<file path="src/design/binding_store_latest_match_assert.svh">
// assertion macros for the binding store block
// expects signals clk and rst_n in the scope where a macro is used
`ifndef BINDING_STORE_LATEST_MATCH_ASSERT_SVH
`define BINDING_STORE_LATEST_MATCH_ASSERT_SVH

// same-cycle implication
`define BSLM_ASSERT_NOW(label, ante, cons, msg) \
    label: assert property (@(posedge clk) disable iff (!rst_n) (ante) |-> (cons)) \
        else $error(msg);

// next-cycle implication
`define BSLM_ASSERT_NEXT(label, ante, cons, msg) \
    label: assert property (@(posedge clk) disable iff (!rst_n) (ante) |=> (cons)) \
        else $error(msg);

`endif

</file>
<file path="src/design/bslm_pkg.sv">
// shared types and codes for the binding store block
// no dependencies
package bslm_pkg;

    typedef enum logic
    {
        OP_BIND   = 1'b0,
        OP_LOOKUP = 1'b1
    } op_t;

    typedef enum logic [1:0]
    {
        ST_IDLE,
        ST_SCAN,
        ST_DONE
    } state_t;

    typedef struct packed
    {
        logic wr_en;
        logic rd_en;
    } mem_ctl_t;

endpackage

</file>
<file path="src/design/bslm_mem.sv">
// key and value memory, one write port and one registered read port
// depends on bslm_pkg
module bslm_mem #(
    parameter int DEPTH      = 32,
    parameter int VALUE_BITS = 16,
    parameter int KEY_BITS   = 4,
    parameter int AW         = 5
) (
    input  logic                  clk,
    input  bslm_pkg::mem_ctl_t    mem_ctl,
    input  logic [AW-1:0]         wr_addr,
    input  logic [KEY_BITS-1:0]   wr_key,
    input  logic [VALUE_BITS-1:0] wr_val,
    input  logic [AW-1:0]         rd_addr,
    output logic [KEY_BITS-1:0]   rd_key,
    output logic [VALUE_BITS-1:0] rd_val
);
    import bslm_pkg::*;

    logic [KEY_BITS-1:0]   key_mem [DEPTH];
    logic [VALUE_BITS-1:0] val_mem [DEPTH];
    logic [KEY_BITS-1:0]   rd_key_reg;
    logic [VALUE_BITS-1:0] rd_val_reg;

    always_ff @(posedge clk)
    begin
        if (mem_ctl.wr_en)
        begin
            key_mem[wr_addr] <= wr_key;
            val_mem[wr_addr] <= wr_val;
        end
    end

    always_ff @(posedge clk)
    begin
        if (mem_ctl.rd_en)
        begin
            rd_key_reg <= key_mem[rd_addr];
            rd_val_reg <= val_mem[rd_addr];
        end
    end

    assign rd_key = rd_key_reg;
    assign rd_val = rd_val_reg;

endmodule

</file>
<file path="src/design/bslm_ctrl.sv">
// sequencer: entry count, newest-first scan and output register
// depends on bslm_pkg
module bslm_ctrl #(
    parameter int DEPTH      = 32,
    parameter int VALUE_BITS = 16,
    parameter int KEY_BITS   = 4,
    parameter int AW         = 5,
    parameter int CW         = 6
) (
    input  logic                  clk,
    input  logic                  rst_n,
    input  logic                  in_valid,
    output logic                  in_stall,
    input  logic                  operation,
    input  logic [KEY_BITS-1:0]   key,
    input  logic [VALUE_BITS-1:0] value,
    output logic                  out_valid,
    input  logic                  out_stall,
    output logic [VALUE_BITS-1:0] result_value,
    output logic                  store_full,
    output bslm_pkg::mem_ctl_t    mem_ctl,
    output logic [AW-1:0]         wr_addr,
    output logic [AW-1:0]         rd_addr,
    input  logic [KEY_BITS-1:0]   rd_key,
    input  logic [VALUE_BITS-1:0] rd_val
);
    import bslm_pkg::*;

    state_t                state_reg, state_next;
    logic [CW-1:0]         count_reg, count_next;
    logic [AW-1:0]         ptr_reg, ptr_next;
    logic [KEY_BITS-1:0]   key_reg, key_next;
    logic [VALUE_BITS-1:0] val_reg, val_next;
    logic [VALUE_BITS-1:0] res_val_reg, res_val_next;
    logic                  res_full_reg, res_full_next;
    logic                  out_valid_reg;
    logic [VALUE_BITS-1:0] out_val_reg;
    logic                  out_full_reg;
    logic                  accept;
    logic                  is_full;
    logic                  is_empty;
    logic                  hit;
    logic                  out_free;
    logic                  out_load;

    assign accept   = in_valid && !in_stall;
    assign is_full  = (count_reg == CW'(DEPTH));
    assign is_empty = (count_reg == '0);
    assign hit      = (rd_key == key_reg);
    assign out_free = !out_valid_reg || !out_stall;
    assign out_load = (state_reg == ST_DONE) && out_free;
    assign in_stall = (state_reg != ST_IDLE);

    // next state
    always_comb
    begin
        state_next = state_reg;
        unique case (state_reg)
            ST_IDLE:
            begin
                if (accept)
                begin
                    if ((operation == OP_LOOKUP) && !is_empty)
                        state_next = ST_SCAN;
                    else
                        state_next = ST_DONE;
                end
            end
            ST_SCAN:
            begin
                if (hit || (ptr_reg == '0))
                    state_next = ST_DONE;
            end
            ST_DONE:
            begin
                if (out_free)
                    state_next = ST_IDLE;
            end
            default: state_next = ST_IDLE;
        endcase
    end

    // datapath and memory control
    always_comb
    begin
        count_next    = count_reg;
        ptr_next      = ptr_reg;
        key_next      = key_reg;
        val_next      = val_reg;
        res_val_next  = res_val_reg;
        res_full_next = res_full_reg;
        mem_ctl       = '0;
        wr_addr       = count_reg[AW-1:0];
        rd_addr       = ptr_reg - AW'(1);
        unique case (state_reg)
            ST_IDLE:
            begin
                if (accept)
                begin
                    key_next = key;
                    val_next = value;
                    if (operation == OP_BIND)
                    begin
                        res_val_next = '0;
                        if (is_full)
                        begin
                            res_full_next = 1'b1;
                        end
                        else
                        begin
                            res_full_next = 1'b0;
                            mem_ctl.wr_en = 1'b1;
                            count_next    = count_reg + CW'(1);
                        end
                    end
                    else
                    begin
                        res_full_next = 1'b0;
                        res_val_next  = value;
                        if (!is_empty)
                        begin
                            rd_addr       = AW'(count_reg - CW'(1));
                            mem_ctl.rd_en = 1'b1;
                            ptr_next      = AW'(count_reg - CW'(1));
                        end
                    end
                end
            end
            ST_SCAN:
            begin
                if (hit)
                begin
                    res_val_next = rd_val | val_reg;
                end
                else if (ptr_reg != '0)
                begin
                    mem_ctl.rd_en = 1'b1;
                    ptr_next      = ptr_reg - AW'(1);
                end
            end
            ST_DONE:
            begin
            end
            default:
            begin
            end
        endcase
    end

    always_ff @(posedge clk or negedge rst_n)
    begin
        if (!rst_n)
        begin
            state_reg     <= ST_IDLE;
            count_reg     <= '0;
            out_valid_reg <= 1'b0;
        end
        else
        begin
            state_reg <= state_next;
            count_reg <= count_next;
            if (out_load)
                out_valid_reg <= 1'b1;
            else if (!out_stall)
                out_valid_reg <= 1'b0;
        end
    end

    always_ff @(posedge clk)
    begin
        ptr_reg      <= ptr_next;
        key_reg      <= key_next;
        val_reg      <= val_next;
        res_val_reg  <= res_val_next;
        res_full_reg <= res_full_next;
        if (out_load)
        begin
            out_val_reg  <= res_val_reg;
            out_full_reg <= res_full_reg;
        end
    end

    assign out_valid    = out_valid_reg;
    assign result_value = out_val_reg;
    assign store_full   = out_full_reg;

endmodule

</file>
<file path="src/design/binding_store_latest_match.sv">
// binding store top level: append-only key/value store with latest-match lookup
// depends on bslm_pkg, bslm_mem, bslm_ctrl and binding_store_latest_match_assert.svh
//
// usage
// - input channel (in_valid / in_stall) carries operation, key, value
// - operation bind appends (key, value) at the next free entry; result_value is 0
//   and store_full is 1 when the store already holds DEPTH entries (pair dropped)
// - operation lookup scans the stored entries newest first, one memory read per
//   cycle, and returns the newest matching value ORed with value, or value alone
// - output channel (out_valid / out_stall) gives one transaction per input transaction
// - a lookup reads the entries up to and including the match (none on an empty
//   store, at most the entry count)
// - one item at a time; the next transaction is taken the cycle after the result
//   enters the output register; a lookup reads the entries through the single
//   read port of the store memory
// - reset empties the store at once (entry count cleared, no clearing pass)
// - while the receiver stalls, the result waits in the output register; a new
//   input is still taken and worked on, then held until the register frees
module binding_store_latest_match #(
    parameter int DEPTH      = 32,
    parameter int VALUE_BITS = 16,
    parameter int KEY_BITS   = 4
) (
    input  logic                  clk,
    input  logic                  rst_n,
    input  logic                  in_valid,
    output logic                  in_stall,
    input  logic                  operation,
    input  logic [KEY_BITS-1:0]   key,
    input  logic [VALUE_BITS-1:0] value,
    output logic                  out_valid,
    input  logic                  out_stall,
    output logic [VALUE_BITS-1:0] result_value,
    output logic                  store_full
);
    import bslm_pkg::*;

    `include "binding_store_latest_match_assert.svh"

    localparam int AW = (DEPTH > 1) ? $clog2(DEPTH) : 1;
    localparam int CW = $clog2(DEPTH + 1);

    mem_ctl_t              mem_ctl;
    logic [AW-1:0]         wr_addr;
    logic [AW-1:0]         rd_addr;
    logic [KEY_BITS-1:0]   rd_key;
    logic [VALUE_BITS-1:0] rd_val;
    logic                  bind_accept;

    assign bind_accept = in_valid && !in_stall && (operation == OP_BIND);

    bslm_ctrl #(
        .DEPTH      (DEPTH),
        .VALUE_BITS (VALUE_BITS),
        .KEY_BITS   (KEY_BITS),
        .AW         (AW),
        .CW         (CW)
    ) u_ctrl (
        .clk          (clk),
        .rst_n        (rst_n),
        .in_valid     (in_valid),
        .in_stall     (in_stall),
        .operation    (operation),
        .key          (key),
        .value        (value),
        .out_valid    (out_valid),
        .out_stall    (out_stall),
        .result_value (result_value),
        .store_full   (store_full),
        .mem_ctl      (mem_ctl),
        .wr_addr      (wr_addr),
        .rd_addr      (rd_addr),
        .rd_key       (rd_key),
        .rd_val       (rd_val)
    );

    bslm_mem #(
        .DEPTH      (DEPTH),
        .VALUE_BITS (VALUE_BITS),
        .KEY_BITS   (KEY_BITS),
        .AW         (AW)
    ) u_mem (
        .clk     (clk),
        .mem_ctl (mem_ctl),
        .wr_addr (wr_addr),
        .wr_key  (key),
        .wr_val  (value),
        .rd_addr (rd_addr),
        .rd_key  (rd_key),
        .rd_val  (rd_val)
    );

    `BSLM_ASSERT_NEXT(a_busy_after_accept, in_valid && !in_stall, in_stall, "accepted while busy")
    `BSLM_ASSERT_NOW(a_no_rw_overlap, mem_ctl.wr_en, !mem_ctl.rd_en, "read and write overlap")
    `BSLM_ASSERT_NOW(a_write_on_accept, mem_ctl.wr_en, bind_accept, "write without bind")
    `BSLM_ASSERT_NOW(a_full_zero, out_valid && store_full, result_value == '0, "bad drop result")

endmodule
</file>
<file path="config.mk">
export PLATFORM = sky130hd
export DESIGN_NAME = binding_store_latest_match
export DESIGN_NICKNAME = d
export VERILOG_FILES = /design/src/design/bslm_pkg.sv /design/src/design/bslm_mem.sv /design/src/design/bslm_ctrl.sv /design/src/design/binding_store_latest_match.sv
export VERILOG_INCLUDE_DIRS = /design/src /design/src/design
export SDC_FILE = /design/constraint.sdc
export NUM_CORES = 1
export LEC_CHECK = 0
export BUFFER_PORTS_ARGS = -buffer_cell sky130_fd_sc_hd__buf_2
export CORE_MARGIN = 2
export CORE_UTILIZATION = 45
export CTS_CLUSTER_SIZE = 10
export DETAILED_ROUTE_END_ITERATION = 10
export REMOVE_ABC_BUFFERS = 1
export SLEW_MARGIN = 5
export SYNTH_ARGS = -nofsm -noshare
export SYNTH_HDL_FRONTEND = slang
export SYNTH_SLANG_ARGS = --single-unit
</file>
<file path="constraint.sdc">
create_clock -name clk -period 7.9 [get_ports clk]
set_clock_uncertainty 0.15 [all_clocks]
set_input_delay 0.79 -clock clk [delete_from_list [all_inputs] [get_ports clk]]
set_output_delay 0.79 -clock clk [all_outputs]
set_load 0.01 [all_outputs]
</file>
==> qor.csv <==
metric;value;unit
outcome;complete, no violations;
overflow;0;
grt_pass1_vias;16254;
yosys_warnings;0;
final.period_utilization;62.9;%
ir_worst_vdd;541;µV
drt-initial-drc-count;1990;
ioPinCount;44;
synthTopCellsByArea;edfxtp_1, mux2i_1, nand2_1, a21oi_1, and3_1;
wl;77.8;mm
reg_top3;u_mem.val_mem: 512 flops, u_mem.key_mem: 128 flops;
synth_top_family_by_area;simple AND/OR/NAND/NOR gates;
hold_violations;0;
dr.pass1.iters;6;
synth_mux_area_share;7.19;%
cts_tree;built;
vias;16952;
setup_viol;0;
yosys.area_share.simple;7.69;%
arrival;5270;ps
crit_type;reg2reg;
fmax;201;MHz
powerDensity;411;nW/µm²
crit_slowest_cell;mux2i_4;
worstSetupStartpointType;flip-flop;
slew_violations;0;
ys_ff_latch;728;
start_util;45.7;%
synth_fa_ha_area_share;0.259;%
grt_max_degree;92;
yosysSeqAreaShare;75.3;%
clkTransAtPathRegs;50;ps
nets;1959;
cts.path.max_buffers;3;
root_buffer;clkbuf_16;
cts.sinks;728;
synth_common_cells;edfxtp_1, nand2_1, mux2i_1;
largest_reg_flops;512;
hp-class;reg2reg;
relSlewSlack;10.4;%
die_y;258;µm
synth_top_flop_cell;edfxtp_1;
min_period;4970;ps
largest_register;u_mem.val_mem;
finalWorstSetupSlack;2930;ps
cp_common_cell;buf_4;
required;8200;ps
place_congestion;0.871;
leakage;0.0111;µW
critPathMaxStageDelay;840;ps
postCtsSetupRepairBufs;0;
clock_latency;630;ps
syn2layout_area_growth;12.7;%
synth-compound-area-share;7.08;%
yosysTopAreaCell;edfxtp_1;
yosys.cell_types.count;49;
htreeDepth;3;
rsz0062_at_grt;no;
numCtsBuffers;83;
core-area;63300;µm²
drive_gt1_share;11.6;%
syn_area_per_cell;15.4;µm²
fp.dieW;258;µm
drc;0;
hpwl;44.9;mm
synth_edf_count;719;
final_core_util;51.5;%
tightest_slew;1340;ps
grt_antenna_before_repair;3;
grt_pass1_wl;112;mm
portBuffers;43;
synthXorXnorAreaFrac;0.484;%
maxCapViolCount;0;
synth-async-reset-ratio;1.24;%
power;13400;µW
synthesis.area;29000;µm²
crit_path_max_fanout;38;
viasPerCell;6.05;
post-synth-top-count-cell;edfxtp_1;
grt_use_total;23.2;%
design.die.area;66400;µm²
num_rows;92;
cp_cell_sequence;inv_1 -> ha_1 -> a211oi_4 -> buf_4 -> mux2i_4 -> buf_4 -> buf_4 -> a21oi_1 -> a22oi_1 -> o21ai_0 -> nor4_1;
wl_per_cell;27.8;µm
dp_slack;2390;ps
netlist_instances;1875;
end_kind;flip-flop;
yosysTopAreaCellShare;74.6;%
ant_nets;0;
[area by class of cell]
type	count	area (µm²)
diodes	1	2.50
clock buffers	105	2200
clock inverters	7	66.3
fillers	5212	30700
inverters	13	48.8
multi-input cells	1015	6860
flip-flops and latches	728	21800
well taps	846	1060
repair buffers	87	568
[routing by layer]
layer  routed length (µm)  track usage (%)  up-vias
met5                   13                0        -
met4                 3140             9.41        2
li1                     -                -     7355
met1                32700             32.5     8669
met2                36200             36.2      779
met3                 5800             4.17      147
[cells by family after synthesis]
group	Yosys count
flops	728
simple gates	478
compound gates	307
mux	208
buf+inv	132
xor+xnor	16
fa+ha+maj	6
[final timing paths]
| path | start | to | slack, ps | depth (start not counted) |
|---|---|---|---|---|
| min in group asynchronous | rst_n | u_ctrl.count_reg[2] | 580 | 2 |
| max in group asynchronous | rst_n | u_ctrl.count_reg[0] | 6770 | 2 |
| max reg2reg | u_ctrl.count_reg[0] | u_mem.rd_key[2] | 2930 | 11 |
| min | u_ctrl.res_val_reg[13] | u_ctrl.result_value[13] | 270 | 0 |
| max | u_ctrl.count_reg[0] | u_mem.rd_key[2] | 2930 | 11 |
| min reg2reg | u_ctrl.res_val_reg[13] | u_ctrl.result_value[13] | 270 | 0 |
[critical path, delay by kind of cell (launching register included)]
| kind | cells | cell delay (ps) |
|---|---|---|
| AO/OA/AOI/OAI | 4 | 670 |
| adder cells (fa/ha/maj) | 1 | 390 |
| buffers and inverters | 4 | 1800 |
| flip-flops | 1 | 610 |
| multiplexers | 1 | 840 |
| AND/OR/NAND/NOR | 1 | 270 |
[cell usage in the layout, fill, tap and decap left out, types with 4 or more instances in the layout]
cell,Yosys,layout
mux2i_1,208,204
a32oi_1,20,20
xor2_1,7,7
a221oi_1,26,26
nor3_1,19,19
nand2b_1,6,6
a22oi_1,27,27
nor3b_1,4,4
nand2_1,241,241
nand3_1,60,60
o22ai_1,34,32
nor2_2,0,11
nor2_4,0,20
o2111ai_1,15,15
edfxtp_1,719,719
a21oi_1,104,103
nor4_1,20,19
a2111oi_0,24,24
nor2_1,39,8
o21ai_0,36,35
buf_4,11,41
o22a_1,5,5
dfrtp_1,9,9
buf_2,23,43
and3_1,48,48
clkbuf_1,77,20
nor2b_1,29,29
xnor2_1,9,9
clkbuf_16,0,85
mux2i_4,0,4
ha_1,6,6
inv_1,13,13
[timing repair]
| action | in CTS | in global routing |
|---|---|---|
| gates resized for setup | 0 | 0 |
| endpoints found under the hold margin | 9 | 0 |
| hold buffers | 1 | 0 |
[metrics by stage]
step / instances / cell area, µm² / setup TNS (ps) / hold WS, ps
floorplan: 1756 / 28400 / -132960 / 250
global placement: 2687 / 30300 / 0 / 253
detailed placement: 2687 / 30300 / 0 / 256
CTS: 2800 / 32600 / 0 / 268
global route: 2802 / 32600 / 0 / 276
finish: 2802 / 32600 / 0 / 267
[report_power, final]
group / internal (µW) / switching, µW
clock network: 1930 / 1420
registers: 4620 / 178
logic: 1720 / 3530
total: 8270 / 5130
Power figures use the tool's default switching activity.
